==> src/ptw_pkg.sv <==
package ptw_pkg;

  localparam int SLOTS    = 64;
  localparam int TASKS    = 16;
  localparam int SLOT_W   = $clog2(SLOTS);
  localparam int IDX_W    = (TASKS > 1) ? $clog2(TASKS) : 1;
  localparam int PERIOD_W = 16;
  localparam int ROUND_W  = PERIOD_W - SLOT_W;
  localparam int ID_W     = 4;
  localparam int CMD_W    = 2;

  typedef enum logic [CMD_W-1:0] {
    CMD_TICK = 2'd0,
    CMD_ADD  = 2'd1,
    CMD_DEL  = 2'd2,
    CMD_NOP  = 2'd3
  } cmd_t;

  typedef enum logic [1:0] {
    ST_IDLE  = 2'd0,
    ST_SCAN  = 2'd1,
    ST_FLUSH = 2'd2
  } state_t;

  // controller to datapath
  typedef struct packed {
    logic accept;      // input transfer this cycle
    logic tick_start;  // accepted item is a tick
    logic scan_step;   // handle one entry
    logic flush_push;  // move held result to output with last set
  } ctrl_t;

  // datapath to controller
  typedef struct packed {
    logic out_free;
    logic scan_done;
    logic pend_valid;
  } stat_t;

endpackage

==> src/ptw_ctrl.sv <==
module ptw_ctrl (
  input  logic           clk,
  input  logic           rst_n,
  input  logic           in_valid,
  input  ptw_pkg::cmd_t  in_cmd,
  output logic           in_ready,
  input  ptw_pkg::stat_t stat,
  output ptw_pkg::ctrl_t ctrl
);
  import ptw_pkg::*;

  state_t state_r;
  state_t state_nxt;

  always_ff @(posedge clk) begin
    if (!rst_n) begin
      state_r <= ST_IDLE;
    end else begin
      state_r <= state_nxt;
    end
  end

  always_comb begin
    state_nxt = state_r;
    unique case (state_r)
      ST_IDLE: begin
        if (in_valid && in_cmd == CMD_TICK) state_nxt = ST_SCAN;
      end
      ST_SCAN: begin
        if (stat.out_free && stat.scan_done) state_nxt = ST_FLUSH;
      end
      ST_FLUSH: begin
        if (!stat.pend_valid || stat.out_free) state_nxt = ST_IDLE;
      end
      default: state_nxt = ST_IDLE;
    endcase
  end

  always_comb begin
    in_ready        = 1'b0;
    ctrl.accept     = 1'b0;
    ctrl.tick_start = 1'b0;
    ctrl.scan_step  = 1'b0;
    ctrl.flush_push = 1'b0;
    unique case (state_r)
      ST_IDLE: begin
        in_ready        = 1'b1;
        ctrl.accept     = in_valid;
        ctrl.tick_start = in_valid && in_cmd == CMD_TICK;
      end
      ST_SCAN: begin
        // hold the scan while the output register is blocked
        ctrl.scan_step = stat.out_free;
      end
      ST_FLUSH: begin
        ctrl.flush_push = stat.pend_valid && stat.out_free;
      end
      default: begin
        in_ready = 1'b0;
      end
    endcase
  end

endmodule

==> src/ptw_dp.sv <==
module ptw_dp (
  input  logic                          clk,
  input  logic                          rst_n,
  input  ptw_pkg::cmd_t                 in_cmd,
  input  logic [ptw_pkg::ID_W-1:0]      in_id,
  input  logic [ptw_pkg::PERIOD_W-1:0]  in_period,
  input  ptw_pkg::ctrl_t                ctrl,
  output ptw_pkg::stat_t                stat,
  output logic                          out_valid,
  input  logic                          out_ready,
  output logic [ptw_pkg::ID_W-1:0]      out_id,
  output logic                          out_last
);
  import ptw_pkg::*;

  logic [TASKS-1:0]    valid_r, valid_nxt;
  logic [SLOT_W-1:0]   slot_r   [TASKS];
  logic [ROUND_W-1:0]  rounds_r [TASKS];
  logic [PERIOD_W-1:0] per_r    [TASKS];

  logic [SLOT_W-1:0]   cur_slot_r, cur_slot_nxt;
  logic [IDX_W-1:0]    idx_r, idx_nxt;
  logic                pend_valid_r, pend_valid_nxt;
  logic [IDX_W-1:0]    pend_id_r, pend_id_nxt;
  logic                out_valid_r, out_valid_nxt;
  logic [ID_W-1:0]     out_id_r, out_id_nxt;
  logic                out_last_r, out_last_nxt;

  logic                id_ok;
  logic [IDX_W-1:0]    id_idx;
  logic                hit, fire, push, out_free;
  logic [SLOT_W-1:0]   e_slot;
  logic [ROUND_W-1:0]  e_rounds;
  logic [PERIOD_W-1:0] e_per;
  logic [PERIOD_W:0]   add_sum, rearm_sum;

  logic                wr_en, wr_per_en;
  logic [IDX_W-1:0]    wr_idx;
  logic [SLOT_W-1:0]   wr_slot;
  logic [ROUND_W-1:0]  wr_rounds;
  logic [PERIOD_W-1:0] wr_per;

  assign id_ok    = int'(in_id) < TASKS;
  assign id_idx   = IDX_W'(in_id);
  assign e_slot   = slot_r[idx_r];
  assign e_rounds = rounds_r[idx_r];
  assign e_per    = per_r[idx_r];
  assign hit      = valid_r[idx_r] && e_slot == cur_slot_r;
  assign fire     = hit && e_rounds == '0;
  assign out_free = !out_valid_r || out_ready;
  assign push     = (ctrl.scan_step && fire && pend_valid_r) || ctrl.flush_push;

  assign add_sum   = {{(PERIOD_W + 1 - SLOT_W){1'b0}}, cur_slot_r} + {1'b0, in_period};
  assign rearm_sum = {{(PERIOD_W + 1 - SLOT_W){1'b0}}, cur_slot_r} + {1'b0, e_per};

  assign stat.out_free   = out_free;
  assign stat.scan_done  = int'(idx_r) == TASKS - 1;
  assign stat.pend_valid = pend_valid_r;

  assign out_valid = out_valid_r;
  assign out_id    = out_id_r;
  assign out_last  = out_last_r;

  // entry table write port: add or delete command, or round countdown and re-arm during the scan
  always_comb begin
    valid_nxt = valid_r;
    wr_en     = 1'b0;
    wr_per_en = 1'b0;
    wr_idx    = idx_r;
    wr_slot   = e_slot;
    wr_rounds = e_rounds;
    wr_per    = in_period;
    if (ctrl.accept && id_ok && in_cmd == CMD_ADD) begin
      wr_en             = 1'b1;
      wr_per_en         = 1'b1;
      wr_idx            = id_idx;
      wr_slot           = SLOT_W'(add_sum % SLOTS);
      wr_rounds         = ROUND_W'(in_period / SLOTS);
      valid_nxt[id_idx] = 1'b1;
    end else if (ctrl.accept && id_ok && in_cmd == CMD_DEL) begin
      valid_nxt[id_idx] = 1'b0;
    end else if (ctrl.scan_step && hit) begin
      wr_en = 1'b1;
      if (!fire) begin
        wr_rounds = e_rounds - 1'b1;
      end else if (e_per == '0) begin
        wr_slot   = SLOT_W'((cur_slot_r + 1'b1) % SLOTS);
        wr_rounds = '0;
      end else begin
        wr_slot   = SLOT_W'(rearm_sum % SLOTS);
        wr_rounds = ROUND_W'(e_per / SLOTS);
      end
    end
  end

  always_ff @(posedge clk) begin
    if (wr_en) begin
      slot_r[wr_idx]   <= wr_slot;
      rounds_r[wr_idx] <= wr_rounds;
    end
    if (wr_per_en) begin
      per_r[wr_idx] <= wr_per;
    end
  end

  always_comb begin
    cur_slot_nxt   = cur_slot_r;
    idx_nxt        = idx_r;
    pend_valid_nxt = pend_valid_r;
    pend_id_nxt    = pend_id_r;
    out_valid_nxt  = out_valid_r;
    out_id_nxt     = out_id_r;
    out_last_nxt   = out_last_r;

    if (ctrl.tick_start) begin
      idx_nxt        = '0;
      pend_valid_nxt = 1'b0;
    end
    if (ctrl.scan_step) begin
      idx_nxt = idx_r + 1'b1;
      // hold each fired id until the next one fires so the final one can carry last
      if (fire) begin
        pend_valid_nxt = 1'b1;
        pend_id_nxt    = idx_r;
      end
      if (stat.scan_done) begin
        cur_slot_nxt = SLOT_W'((cur_slot_r + 1'b1) % SLOTS);
      end
    end
    if (ctrl.flush_push) begin
      pend_valid_nxt = 1'b0;
    end

    if (push) begin
      out_valid_nxt = 1'b1;
      out_id_nxt    = ID_W'(pend_id_r);
      out_last_nxt  = ctrl.flush_push;
    end else if (out_ready) begin
      out_valid_nxt = 1'b0;
    end
  end

  always_ff @(posedge clk) begin
    if (!rst_n) begin
      valid_r      <= '0;
      cur_slot_r   <= '0;
      idx_r        <= '0;
      pend_valid_r <= 1'b0;
      out_valid_r  <= 1'b0;
    end else begin
      valid_r      <= valid_nxt;
      cur_slot_r   <= cur_slot_nxt;
      idx_r        <= idx_nxt;
      pend_valid_r <= pend_valid_nxt;
      out_valid_r  <= out_valid_nxt;
    end
  end

  always_ff @(posedge clk) begin
    pend_id_r  <= pend_id_nxt;
    out_id_r   <= out_id_nxt;
    out_last_r <= out_last_nxt;
  end

endmodule

==> src/periodic_timer_wheel_top.sv <==
// Hashed timing wheel: 64 slots, up to 16 periodic timers.
// Input stream (in_t*): one command per transfer, tick, add timer or
// delete timer. Add places a timer at slot (current + period) mod 64 with
// period / 64 full turns to wait; delete drops it.
// Output stream (out_t*): one transfer per timer that fires on a tick,
// carrying its id, ascending; out_tlast marks the final one of the tick.
// A tick with no expired timer produces no transfer.
// Add and delete are taken while idle and leave in_tready high. A tick scans
// the entry table one entry per cycle while the output register is free, and
// holds in_tready low through the scan of all 16 entries and the hand-over
// of the final result. A fired id is held back and moves to the output
// register when the next one is found, or in the flush after the scan.
// in_tready is high only between commands; during a tick it stays low.
// If the receiver holds out_tready low, the scan pauses until the output
// register frees; no result is dropped.
// Reset clears all timers, the current slot and the output register;
// the block is ready for commands as soon as reset is released.
module periodic_timer_wheel_top (
  input  logic        clk,
  input  logic        rst_n,
  input  logic        in_tvalid,
  output logic        in_tready,
  input  logic [23:0] in_tdata,   // [1:0] command, [5:2] timer_id, [21:6] period_ticks
  output logic        out_tvalid,
  input  logic        out_tready,
  output logic [7:0]  out_tdata,  // [3:0] fired_id
  output logic        out_tlast
);
  import ptw_pkg::*;

  cmd_t                in_cmd;
  logic [ID_W-1:0]     in_id;
  logic [PERIOD_W-1:0] in_period;
  logic [ID_W-1:0]     out_id;
  ctrl_t               ctrl;
  stat_t               stat;

  assign in_cmd    = cmd_t'(in_tdata[1:0]);
  assign in_id     = in_tdata[5:2];
  assign in_period = in_tdata[21:6];
  assign out_tdata = {4'b0, out_id};

  ptw_ctrl u_ctrl (
    .clk      (clk),
    .rst_n    (rst_n),
    .in_valid (in_tvalid),
    .in_cmd   (in_cmd),
    .in_ready (in_tready),
    .stat     (stat),
    .ctrl     (ctrl)
  );

  ptw_dp u_dp (
    .clk       (clk),
    .rst_n     (rst_n),
    .in_cmd    (in_cmd),
    .in_id     (in_id),
    .in_period (in_period),
    .ctrl      (ctrl),
    .stat      (stat),
    .out_valid (out_tvalid),
    .out_ready (out_tready),
    .out_id    (out_id),
    .out_last  (out_tlast)
  );

endmodule

==> config.mk <==
export PLATFORM = sky130hd
export DESIGN_NAME = periodic_timer_wheel_top
export DESIGN_NICKNAME = d
export VERILOG_FILES = /design/src/ptw_pkg.sv /design/src/ptw_ctrl.sv /design/src/ptw_dp.sv /design/src/periodic_timer_wheel_top.sv
export SDC_FILE = /design/constraint.sdc
export NUM_CORES = 1
export LEC_CHECK = 0
export ABC_AREA = 1
export BUFFER_PORTS_ARGS = -buffer_cell sky130_fd_sc_hd__buf_2
export CORE_UTILIZATION = 57
export DETAILED_ROUTE_END_ITERATION = 6
export PLACE_DENSITY = 0.76
export SLEW_MARGIN = 20
export SYNTH_ARGS = -nofsm -noshare
export SYNTH_HDL_FRONTEND = slang
export SYNTH_SLANG_ARGS = --single-unit
export TNS_END_PERCENT = 5
==> constraint.sdc <==
create_clock -name clk -period 3.25 [get_ports clk]
set_input_delay 0.325 -clock clk [delete_from_list [all_inputs] [get_ports clk]]
set_output_delay 0.325 -clock clk [all_outputs]
set_load 0.03 [all_outputs]
; ---- After elaboration in Yosys (flattened, before gate mapping)
; Memory sizes are Yosys's and may differ from the RTL's. A register that Yosys moved wholly into a read port is not among the register bits.
; Cells that the tools add are included.
[totals]
n_memories = 3
reg_bits = 39
out_inout_bits = 11
ramBits = 512
[classes]
n_eq_ne = 9
muxes = 46
bitwise = 4
order_cmp = 3
addsub = 5
reduce_logical = 27
[memory_table]
columns = name, words, word_bits, read_ports, rd_clocked_by_memory_dff, wr, line_no
row1 = u_dp.per_r, 16, 16, 1, 1, 1, ptw_dp.sv:19  ; logic [PERIOD_W-1:0] per_r [TASKS];
row2 = u_dp.rounds_r, 16, 10, 1, 1, 1, ptw_dp.sv:18  ; logic [ROUND_W-1:0] rounds_r [TASKS];
row3 = u_dp.slot_r, 16, 6, 1, 1, 1, ptw_dp.sv:17  ; logic [SLOT_W-1:0] slot_r [TASKS];
[ops]
columns = operator, n
row1 = $mux 10, 5
row2 = $mux 4, 9
row3 = $mux 16, 2
row4 = $mux 6, 5
row5 = $mux 1, 18
row6 = $and 16x16->16, 1
row7 = $logic_not 16->1, 1
row8 = $not 16->16, 1
row9 = $or 16x16->16, 1
row10 = $add 6x6->6, 2
row11 = $logic_and 1x1->1, 11
row12 = $logic_not 10->1, 1
row13 = $lt 4x5->1 const B, 2
row14 = $sub 10x1->10 const B, 1
row15 = $mux 2, 4
row16 = $add 6x1->6 const B, 1
row17 = $eq 6x6->1, 1
row18 = $ne 2x1->1 const B, 3
row19 = $pmux 2 s3, 1
row20 = $reduce_bool 2->1, 3
row21 = $add 4x1->4 const B, 1
row22 = $bmux 1 s4, 1
row23 = $demux 1 s4, 1
row24 = $eq 2x1->1 const B, 2
row25 = 10 further kinds, 16

; ---- Depth between registers and ports, before layout
; Gate-level depths: netlist of run 1.
[logic_depth]
word_depth = 9
mapped_depth = 24
mapped_depth_nobuf = 20

; ---- Hierarchy
; Synthesis of run 1 repeated with hierarchy kept, for this count alone.
[hier_totals]
cells_unflattened = 2376
area_unflattened_um2 = 24546.0
[modules_own_cells]
columns = module, n_inst, area_per_inst_um2, cells_per_inst, seq_area_each_um2
row1 = ptw_dp, 1, 24367.1, 2345, 16285.6
row2 = ptw_ctrl, 1, 145.1, 26, 40.0
row3 = periodic_timer_wheel_top, 1, 33.8, 5, 0.0

; ---- Least setup slack after synthesis of run 1
; No wires, ideal clock.
[synth_timing]
kind = register to register
start = register (tool-made name)
end = memory u_dp.slot_r[0][5] (netlist name) (data pin)
setup_time_ns = 0.320
required_ns = 2.930
slack_ns = 0.225
n_path_buf = 3
synth_period_minus_slack_ns = 3.025
arrival_ns = 2.705
stages_incl_launch_ff = 23
cell_sequence = dfxtp_1 > buf_6 > buf_2 > buf_1 > nor2_1 > nor2_1 > o21ai_0 > nand3_1 > nand3_1 > nand2_1 > ha_1 > a21oi_1 > nand2_1 > nand2_1 > nand2_1 > a21oi_1 > xor2_1 > xor2_1 > nand2_1 > nand2_1 > nand2_1 > nand3_1 > nand2_1
[synth_lines]
columns = element, line_no
row1 = "end, declared", ptw_dp.sv:17

==> results.json, run 1 <==
{
  "outcome": "completed",
  "final.setup_skew_ps": 33.34,
  "crit_path_frequent_cell": "sky130_fd_sc_hd__nand2_1",
  "drt_iter0_markers": 2267,
  "period_minus_slack_ps": 3158,
  "worst-slew-pin-transition_ps": 629.8,
  "max-slew-margin-rel_pct": 57.89,
  "synth_sequential_area_ratio_pct": 65.83,
  "setup-tns-final_ps": 0,
  "place_area_um2": 26260,
  "initial_antenna_violation_count": 0,
  "synth_top_cell_by_area": "sky130_fd_sc_hd__edfxtp_1",
  "die_extent_in_y_um": 210.6,
  "critical_path_class": "register to register",
  "dieArea_um2": 44350,
  "synth_top_area_share_pct": 63.08,
  "cts_buffers": 55,
  "mappedNetlistArea_um2": 24800,
  "maximum_number_of_pins_on_one_net_before_global_route_repair": 80,
  "critical_path_arrival_ps": 3470,
  "routabilityCongestion": 0.9149,
  "cts_max_path_buffers": 3,
  "timing.final.ws_setup_ps": 91.98,
  "layout.filler_cells": 3176,
  "final_hold_viols": 0,
  "routed-via-count": 17780,
  "reg2reg_slack_ps": 90,
  "synth-edff-count": 521,
  "n_antenna_cell": 0,
  "count_of_h_tree_levels_built_during_cts": 2,
  "post_synth.cell_area_avg_um2": 10.08,
  "final_util_pct": 65.83,
  "num_rows": 76,
  "worst-r2r-cell-count": 19,
  "min_delay_path_depth": 4,
  "clock-sinks": 555,
  "post-layout-total-power_mw": 15.02,
  "achievable-frequency_mhz": 316.7,
  "grt_use_total_pct": 27.96,
  "layout.cell_area.non_filler_um2": 28290,
  "viasPerCell": 5.629,
  "path_cells": "buf_4 > clkbuf_16 > nand2_1 > nand2_1 > nand2_1 > nand3_1 > nand3_1 > nand2_2 > ha_1 > inv_1 > fa_1 > nor2_1 > a211oi_1 > xor2_1 > nand2_1 > nand2_1 > nand2_1 > nand3_1 > nand2_4",
  "grt_pass1_wl_mm": 93.54,
  "fp.coreArea_um2": 42980,
  "pin_count": 39,
  "detailed_router_iteration_count_before_antenna_repair": 5,
  "yosys_register_bits": 555,
  "min-delay-start": "out_tready",
  "wl_per_cell_um": 19.69,
  "power_leakage_nw": 11.20,
  "synth.lib_cells_used.distinct": 36,
  "buffer_ports.inserted": 32,
  "report.final.setup_viol": 0,
  "clk_transition_reported_paths_ps": 60,
  "layout_worst_path_cycle_share_pct": 97.17,
  "crit_buf_inv": 3,
  "post-route-drc-count": 0,
  "worstPathRequired_ps": 3560,
  "power_density_nw_per_um2": 530.8,
  "initial_core_utilization_pct": 57.70,
  "dp_slack_ps": -27.08,
  "worst_path_max_delay_cell": "sky130_fd_sc_hd__dfxtp_4",
  "reg2reg_to": "u_dp.slot_r[4][4]$_DFFE_PP_",
  "post_synth_main_area_contributors": "sky130_fd_sc_hd__edfxtp_1, sky130_fd_sc_hd__nand2_1, sky130_fd_sc_hd__nand3_1, sky130_fd_sc_hd__inv_1, sky130_fd_sc_hd__nor2_1",
  "grt_setup_unrepaired": "true",
  "startpoint_type": "register",
  "vias_in_the_first_global_route": 16970,
  "cts_root_buffer": "sky130_fd_sc_hd__clkbuf_16",
  "worst_setup_path_end_kind": "register",
  "die_w_um": 210.6,
  "reported_max_cap_violation_count": 0,
  "fin_nets": 2577,
  "timing_max_transition_violations_final": 0,
  "area_delta_synth_final_pct": 14.09,
  "yosys_warnings": 0,
  "worst_path_dominant_cell_family": "simple AND/OR/NAND/NOR gates",
  "cpPeakStageDelay_ps": 480,
  "grt-ovfl-total": 0,
  "synth_async_reset_ratio_pct": 0,
  "worstSkewPairLatency_ps": 620,
  "final_layout_size_suffix_gt1_share_pct": 11.46,
  "drt.antenna.violating_nets": 0,
  "dp_hpwl_mm": 34.99,
  "drt-total-wl_mm": 62.20,
  "cp_max_fo": 16,
  "tritoncts_clock_tree": "built",
  "timing.hold.worst.class": "primary input to register",
  "worstHoldEndpoint": "u_ctrl.state_r[1]$_SDFFE_PN0P_",
  "count_of_mapped_cells_out_of_synthesis": 2460,
  "yosys_most_used_dff": "sky130_fd_sc_hd__edfxtp_1",
  "vdd_drop_max_uv": 477.9
}
==> cells in the mapped netlist, drive strengths merged (3+ instances only) <==
cell type and number:
ha 14, xnor2 3, xor2 15, o211ai 21, buf 101, o21ai 116, nand2 767, nor3 6
nand3 316, nand4 4, or2 5, clkbuf 22, inv 241, edfxtp 521, nor2 225, a21oi 37
dfxtp 34, nand3b 3
==> where the power goes <==
group	total [mW]	switching [mW]	internal, mW
Sequential	7.90	0.0143	7.88
Combinational	0.926	0.626	0.300
Clock	6.19	2.65	3.55
==> sequential cells by signal (all words and copies together), names as in the netlist, 2 cells and up, named ones only <==
name and count:
u_dp.per_r 256, u_dp.rounds_r 160, u_dp.slot_r 96, u_dp.cur_slot_r 6
u_dp.idx_r 4, u_dp.out_id 4, u_dp.pend_id_r 4, u_ctrl.state_r 2
==> per-layer routing <==
metal | part of all wire, % | vias up | track usage, %
li1 | - | 8302 | -
met1 | 38 | 8402 | 36.57
met2 | 49 | 899 | 46.06
met3 | 9.1 | 178 | 4.067
met4 | 4.0 | 0 | 13.64
met5 | 0 | - | 0
==> layout make-up <==
cell class	count	area [um^2]	area share, %
Sequential cell	555	16340	57.73
Multi-Input combinational cell	1542	6982	24.68
Timing Repair Buffer	136	1548	5.470
Clock buffer	65	1435	5.072
Inverter	243	947.2	3.347
Tap cell	585	732.0	2.587
Clock inverter	33	315.3	1.114
==> how the worst max path moves through the flow <==
stage / startpoint / endpoint / slack, ps / cells past startpoint
2_1_floorplan: register / u_dp.slot_r[0][5]$_DFFE_PP_ / 230 / 22
3_3_place_gp: register / u_dp.slot_r[0][2]$_DFFE_PP_ / 7 / 17
3_5_place_dp: register / u_dp.slot_r[6][2]$_DFFE_PP_ / -30 / 17
4_1_cts: register / u_dp.slot_r[6][2]$_DFFE_PP_ / 7 / 17
5_1_grt: register / u_dp.slot_r[4][4]$_DFFE_PP_ / -70 / 19
6_report: register / u_dp.slot_r[4][4]$_DFFE_PP_ / 90 / 19
==> per-stage QoR <==
stage	hold slack (ps)	std cells
6_report	48.74	3159
5_1_grt	41.71	3159
4_1_cts	18.15	3152
3_5_place_dp	407.5	3054
3_3_place_gp	411.5	3054
2_1_floorplan	400.3	2463
==> placed cells by master, fill, tap and decap left out, types with 21 or more instances in the layout <==
cell type and instances:
sky130_fd_sc_hd__a21oi_1 36, sky130_fd_sc_hd__buf_12 38, sky130_fd_sc_hd__buf_2 32, sky130_fd_sc_hd__buf_4 55
sky130_fd_sc_hd__clkbuf_16 59, sky130_fd_sc_hd__dfxtp_1 30, sky130_fd_sc_hd__edfxtp_1 521, sky130_fd_sc_hd__inv_1 232
sky130_fd_sc_hd__nand2_1 754, sky130_fd_sc_hd__nand3_1 313, sky130_fd_sc_hd__nor2_1 188, sky130_fd_sc_hd__nor2_2 32
sky130_fd_sc_hd__o211ai_1 21, sky130_fd_sc_hd__o21ai_0 83, sky130_fd_sc_hd__o21ai_1 33
==> cell families (layout without fill, tap and decap cells) <==
logic type	after synthesis	count (layout)	share of synthesized area [%]
simple gates	1326	1326	22.14
flops	555	555	65.83
buf+inv	366	477	6.669
compound gates	178	178	3.844
xor+xnor	18	18	0.6357
fa+ha+maj	16	16	0.8677
other cells	1	4	0.01512
==> repair_timing <==
action,4_1_cts,5_1_grt
gates resized for setup,1,35
pin swaps,0,2
hold buffers,0,0
setup endpoints to repair,45,517
cloned,0,4
buffers inserted,0,3
==> tightest hold or removal path: cells and delay by family <==
kind	cells	cell delay (ps)
AO/OA/AOI/OAI	1	60
buffers and inverters	1	80
AND/OR/NAND/NOR	2	130
(Power assumes the default switching activity.)
==> inputs of run 2 (changes only) <==
--- a/config.mk
+++ b/config.mk
@@ -7,9 +7,9 @@
 export LEC_CHECK = 0
 export ABC_AREA = 1
 export BUFFER_PORTS_ARGS = -buffer_cell sky130_fd_sc_hd__buf_2
-export CORE_UTILIZATION = 57
+export CORE_UTILIZATION = 50
 export DETAILED_ROUTE_END_ITERATION = 6
-export PLACE_DENSITY = 0.76
+export PLACE_DENSITY = 0.68
 export SLEW_MARGIN = 20
 export SYNTH_ARGS = -nofsm -noshare
 export SYNTH_HDL_FRONTEND = slang
==> results.json, run 2 (synthesis gave the netlist of run 1 again) <==
{
  "outcome": "completed",
  "cts_buffers": 56,
  "final_hold_viols": 0,
  "final.setup_skew_ps": 24.54,
  "achievable-frequency_mhz": 317.8,
  "detailed_router_iteration_count_before_antenna_repair": 5,
  "layout_commonest_cell": "sky130_fd_sc_hd__nand2_1",
  "place_area_um2": 26420,
  "max-slew-margin-rel_pct": 53.92,
  "dp_slack_ps": 22.67,
  "clock-sinks": 555,
  "layout.cell_area.non_filler_um2": 28340,
  "cts_max_path_buffers": 3,
  "routabilityCongestion": 0.9155,
  "drt.antenna.violating_nets": 0,
  "setup-tns-final_ps": 0,
  "critical_path_arrival_ps": 3540,
  "cts_root_buffer": "sky130_fd_sc_hd__clkbuf_16",
  "viasPerCell": 5.365,
  "wl_met2_mm": 29.37,
  "timing.final.ws_setup_ps": 103.7,
  "buffer_ports.inserted": 32,
  "report.final.setup_viol": 0,
  "power_leakage_nw": 11.16,
  "routed-wl-met3_mm": 4.213,
  "post-route-drc-count": 0,
  "period_minus_slack_ps": 3146,
  "dp_hpwl_mm": 35.61,
  "worst-slew-pin-transition_ps": 684.0,
  "vias_in_the_first_global_route": 16510,
  "area_delta_synth_final_pct": 14.26,
  "wl_per_cell_um": 19.17,
  "final_layout_size_suffix_gt1_share_pct": 11.29,
  "timing.hold.worst.class": "primary input to register",
  "post-layout-total-power_mw": 14.92,
  "fp.coreArea_um2": 48950,
  "hold-worst-slack_ps": 40.05,
  "drt_iter0_markers": 1664,
  "critical_path_class": "register to register",
  "pin_count": 39,
  "maximum_number_of_pins_on_one_net_before_global_route_repair": 90,
  "timing_max_transition_violations_final": 0,
  "register_name_with_the_most_flops": "u_dp.per_r",
  "initial_core_utilization_pct": 50.67,
  "final_cell_mix": "sky130_fd_sc_hd__nand2_1, sky130_fd_sc_hd__edfxtp_1, sky130_fd_sc_hd__nand3_1, sky130_fd_sc_hd__inv_1, sky130_fd_sc_hd__nor2_1",
  "vdd_drop_max_uv": 405.8,
  "clk_transition_reported_paths_ps": 60,
  "grt-ovfl-total": 0,
  "die_extent_in_y_um": 224.7,
  "count_of_h_tree_levels_built_during_cts": 2,
  "met1Wirelength_mm": 26.62,
  "drt-total-wl_mm": 62.13,
  "worst_setup_path_end_kind": "register",
  "startpoint_type": "register",
  "cts_hold_repair.buffers": 0,
  "grt_use_total_pct": 24.75,
  "layout_worst_path_cycle_share_pct": 96.81,
  "largest_register_ffs": 256,
  "tritoncts_clock_tree": "built",
  "worstSkewPairLatency_ps": 620,
  "dieArea_um2": 50500,
  "grt_pass1_wl_mm": 94.65,
  "initial_antenna_violation_count": 0,
  "die_w_um": 224.7,
  "cp_max_fo": 65,
  "top_signal_layer_used": "met4",
  "num_rows": 81,
  "reported_max_cap_violation_count": 0,
  "worstPathRequired_ps": 3640,
  "largestRegisters": "u_dp.per_r x256, u_dp.rounds_r x160, u_dp.slot_r x96",
  "n_antenna_cell": 0,
  "fin_nets": 2577,
  "power_density_nw_per_um2": 526.5,
  "routed-via-count": 17390
}
==> run 2: cell types whose count changed in the layout (fill, tap and decap cells not counted), moves of 2 or more <==
cell	before	now
sky130_fd_sc_hd__clkbuf_8	0	9
sky130_fd_sc_hd__clkinvlp_4	4	2
sky130_fd_sc_hd__bufinv_16	5	1
sky130_fd_sc_hd__buf_4	55	58
sky130_fd_sc_hd__clkbuf_1	9	17
sky130_fd_sc_hd__clkinv_4	2	0
sky130_fd_sc_hd__clkinv_2	12	5
sky130_fd_sc_hd__clkinv_1	7	10
sky130_fd_sc_hd__nand2_2	11	14
sky130_fd_sc_hd__nand2_1	754	751
sky130_fd_sc_hd__buf_6	5	2
==> run 2: worst paths after layout <==
check | start | endpoint | slack (ps) | depth (start not counted)
setup / recovery | register | u_dp.slot_r[14][4]$_DFFE_PP_ | 100 | 17
hold / removal | out_tready | u_ctrl.state_r[1]$_SDFFE_PN0P_ | 40 | 4
hold reg to reg | u_dp.pend_id_r[0]$_DFFE_PN_ | u_dp.out_id[0]$_DFFE_PP_ | 430 | 0
setup reg to reg | register | u_dp.slot_r[14][4]$_DFFE_PP_ | 100 | 17
==> run 2: metal layers <==
metal / track usage (%) / vias to the layer above
li1: - / 8325
met1: 33.55 / 8267
met2: 40.37 / 672
met3: 3.671 / 125
met4: 9.546 / 0
met5: 0 / -
==> run 2: worst max-delay path, stage by stage (launching register included) <==
cell and delay [ps]:
sky130_fd_sc_hd__dfxtp_4 450, sky130_fd_sc_hd__buf_12 200, sky130_fd_sc_hd__buf_16 260, sky130_fd_sc_hd__nand2_1 100
sky130_fd_sc_hd__o211ai_1 90, sky130_fd_sc_hd__nand3_1 110, sky130_fd_sc_hd__nand3_1 110, sky130_fd_sc_hd__nand2_1 100
sky130_fd_sc_hd__inv_2 70, sky130_fd_sc_hd__ha_1 140, sky130_fd_sc_hd__inv_1 50, sky130_fd_sc_hd__nor2_2 140
sky130_fd_sc_hd__nand3_1 150, sky130_fd_sc_hd__nor2_4 250, sky130_fd_sc_hd__nand3_2 190, sky130_fd_sc_hd__nand2_1 120
sky130_fd_sc_hd__nand3_1 90, sky130_fd_sc_hd__nand2_2 280
==> run 2: timing repair <==
item,4_1_cts,5_1_grt
pin swaps,0,1
setup buffers,0,2
setup endpoints to repair,30,479
cloned,0,1
resized for setup,2,33
==> run 2: area by class of cell <==
type | instances | area [um^2]
Timing Repair Buffer | 135 | 1506
Tap cell | 664 | 830.8
Multi-Input combinational cell | 1542 | 6994
Sequential cell | 555 | 16340
Clock buffer | 83 | 1614
Inverter | 243 | 934.6
Fill cell | 3995 | 20610
Clock inverter | 19 | 121.4
==> run 2: per-stage QoR <==
stage | utilization, % | cells
final | 57.89 | 3241
after global routing | 57.89 | 3241
after CTS | 57.53 | 3238
after detailed placement | 53.97 | 3136
after global placement | 53.97 | 3136
after floorplan | - | 2463
==> run 2: power by group <==
part	internal, mW	total [mW]	switching [mW]
Combinational	0.280	0.899	0.619
Clock	3.49	6.13	2.63
Sequential	7.88	7.90	0.0115
==> inputs of run 3 (changes only) <==
--- a/config.mk
+++ b/config.mk
@@ -7,6 +7,7 @@
 export LEC_CHECK = 0
 export ABC_AREA = 1
 export BUFFER_PORTS_ARGS = -buffer_cell sky130_fd_sc_hd__buf_2
+export CORE_ASPECT_RATIO = 0.5
 export CORE_UTILIZATION = 50
 export DETAILED_ROUTE_END_ITERATION = 6
 export PLACE_DENSITY = 0.68
==> results.json, run 3 (synthesis gave the netlist of run 1 again) <==
{
  "clk_transition_reported_paths_ps": 70,
  "layout.filler_cells": 3834,
  "viasPerCell": 5.482,
  "place_area_um2": 26470,
  "path_cells": "buf_12 > buf_6 > clkbuf_16 > nand2_1 > nand2_1 > nand2_1 > nand3_1 > nand3_2 > nand2_4 > ha_2 > inv_1 > fa_2 > nor2_2 > a211oi_2 > xor2_1 > nand2_1 > nand2_1 > nand2_1 > nand3_1 > nand2_1 > buf_12",
  "routabilityCongestion": 0.9016,
  "crit_buf_inv": 5,
  "critical_path_class": "register to register",
  "hold-worst-slack_ps": 45.22,
  "critical_path_arrival_ps": 3450,
  "buffer_ports.inserted": 32,
  "instances_no_fill": 3220,
  "layout.cell_area.non_filler_um2": 28560,
  "layout_commonest_cell": "sky130_fd_sc_hd__nand2_1",
  "initial_antenna_violation_count": 0,
  "groute.layer.met1.usage_pct": 36.75,
  "fin_nets": 2579,
  "wl_per_cell_um": 19.93,
  "grt.met2_usage_pct": 37.78,
  "drt_iter0_markers": 2047,
  "startpoint_type": "register",
  "max-slew-margin-rel_pct": 61.67,
  "n_antenna_cell": 0,
  "initial_core_utilization_pct": 50.92,
  "area_delta_synth_final_pct": 15.16,
  "layout_worst_path_cycle_share_pct": 96.07,
  "achievable-frequency_mhz": 320.3,
  "grt_pass1_wl_mm": 94.31,
  "worst-slew-pin-transition_ps": 568.9,
  "cts_hold_repair.buffers": 0,
  "fp.coreArea_um2": 48710,
  "report.final.setup_viol": 0,
  "period_minus_slack_ps": 3122,
  "top_usage_layer": "met2",
  "vias_in_the_first_global_route": 16190,
  "grt_setup_unrepaired": "true",
  "cp_max_fo": 16,
  "maximum_number_of_pins_on_one_net_before_global_route_repair": 85,
  "outcome": "completed",
  "largestRegisters": "u_dp.per_r x256, u_dp.rounds_r x160, u_dp.slot_r x96",
  "num_rows": 57,
  "vdd_drop_max_uv": 341.0,
  "dp_hpwl_mm": 35.30,
  "worst_setup_path_end_kind": "register",
  "reg2reg_slack_ps": 130,
  "pin_count": 39,
  "worst-path-stages": 21,
  "worst-r2r-cell-count": 21,
  "reg2reg_to": "u_dp.slot_r[3][4]$_DFFE_PP_",
  "crit_path_frequent_cell": "sky130_fd_sc_hd__nand2_1",
  "tritoncts_clock_tree": "built",
  "timing_max_transition_violations_final": 0,
  "place.detailed.instances": 3115,
  "post-layout-total-power_mw": 14.75,
  "final_cell_mix": "sky130_fd_sc_hd__nand2_1, sky130_fd_sc_hd__edfxtp_1, sky130_fd_sc_hd__nand3_1, sky130_fd_sc_hd__inv_1, sky130_fd_sc_hd__nor2_1",
  "dieArea_um2": 50550,
  "routed-via-count": 17650,
  "drt.antenna.violating_nets": 0,
  "power_leakage_nw": 11.22,
  "final_util_pct": 58.64,
  "timing.final.ws_setup_ps": 127.6,
  "cts_max_path_buffers": 3,
  "worstSkewPairLatency_ps": 590,
  "drt-total-wl_mm": 64.18,
  "cpPeakStageDelay_ps": 450,
  "die_extent_in_y_um": 159.5,
  "post-route-drc-count": 0,
  "detailed_router_iteration_count_before_antenna_repair": 5,
  "worst_path_dominant_cell_family": "simple AND/OR/NAND/NOR gates",
  "worstPathRequired_ps": 3580,
  "clock-sinks": 555,
  "grt_use_total_pct": 24.70,
  "cp-endpoint": "u_dp.slot_r[3][4]$_DFFE_PP_",
  "grt_use_met3_pct": 4.077,
  "count_of_h_tree_levels_built_during_cts": 2,
  "largest_register_ffs": 256,
  "register_name_with_the_most_flops": "u_dp.per_r",
  "cts_root_buffer": "sky130_fd_sc_hd__clkbuf_16",
  "final.setup_skew_ps": 24.90,
  "cts_buffers": 49,
  "final_layout_size_suffix_gt1_share_pct": 11.98,
  "reported_max_cap_violation_count": 0,
  "final_hold_viols": 0,
  "grt-ovfl-total": 0,
  "die_w_um": 317.0,
  "power_density_nw_per_um2": 516.3,
  "setup-tns-final_ps": 0,
  "worst_path_max_delay_cell": "sky130_fd_sc_hd__dfxtp_4",
  "timing.hold.worst.class": "primary input to register",
  "dp_slack_ps": 15.30
}
[run 3: cell count changes in the layout (fill, tap and decap cells not counted), moves of 3 or more]
cell	delta
sky130_fd_sc_hd__bufinv_16	+5
sky130_fd_sc_hd__clkbuf_8	-9
sky130_fd_sc_hd__nor2_2	+3
sky130_fd_sc_hd__nand2_2	-3
sky130_fd_sc_hd__buf_12	+11
sky130_fd_sc_hd__buf_6	+4
sky130_fd_sc_hd__clkbuf_1	-5
sky130_fd_sc_hd__nand2_1	+3
sky130_fd_sc_hd__clkbuf_16	-5
sky130_fd_sc_hd__nor2_1	-3
sky130_fd_sc_hd__nand3_2	+9
sky130_fd_sc_hd__nand3_1	-10
sky130_fd_sc_hd__buf_4	-10
[run 3: power by group]
part / total [mW] / internal, mW / switching (mW)
sequential: 7.89 / 7.88 / 0.0103
clock: 5.86 / 3.27 / 2.59
combinational: 1.00 / 0.336 / 0.665
total: 14.7 / 11.5 / 3.27
[run 3: per-layer routing]
layer / up-vias / routed length [um]
li1: 8320 / -
met1: 8380 / 27960
met2: 849 / 28500
met3: 102 / 6479
met4: 0 / 1238
met5: - / 0
[run 3: how the worst min path moves through the flow]
stage | start | end | slack (ps) | cells after the start
after CTS | out_tready | u_ctrl.state_r[1]$_SDFFE_PN0P_ | 30 | 4
after detailed placement | u_dp.pend_id_r[3]$_DFFE_PN_ | u_dp.out_id[3]$_DFFE_PP_ | 420 | 0
after floorplan | u_dp.pend_id_r[0]$_DFFE_PN_ | u_dp.out_id[0]$_DFFE_PP_ | 400 | 0
after global placement | u_dp.pend_id_r[3]$_DFFE_PN_ | u_dp.out_id[3]$_DFFE_PP_ | 410 | 0
after global routing | out_tready | u_ctrl.state_r[1]$_SDFFE_PN0P_ | 40 | 4
final | out_tready | u_ctrl.state_r[1]$_SDFFE_PN0P_ | 50 | 4
[run 3: repair_timing]
item                                    4_1_cts  5_1_grt
resized for setup                             0       60
endpoints found under the setup margin        0      517
setup buffers                                 0       11
[run 3: tightest hold or removal path: stages]
cell and delay (ps):
sky130_fd_sc_hd__buf_2 80, sky130_fd_sc_hd__nor2_1 60, sky130_fd_sc_hd__nand3_1 70, sky130_fd_sc_hd__a21oi_1 60
[run 3: area by class of cell]
type / count / area, um^2 / area share, %
Timing Repair Buffer: 144 / 1799 / 6.299
Tap cell: 649 / 812.0 / 2.843
Multi-Input combinational cell: 1542 / 7087 / 24.81
Inverter: 243 / 942.2 / 3.299
Clock buffer: 61 / 1271 / 4.451
Clock inverter: 26 / 315.3 / 1.104
Sequential cell: 555 / 16340 / 57.19
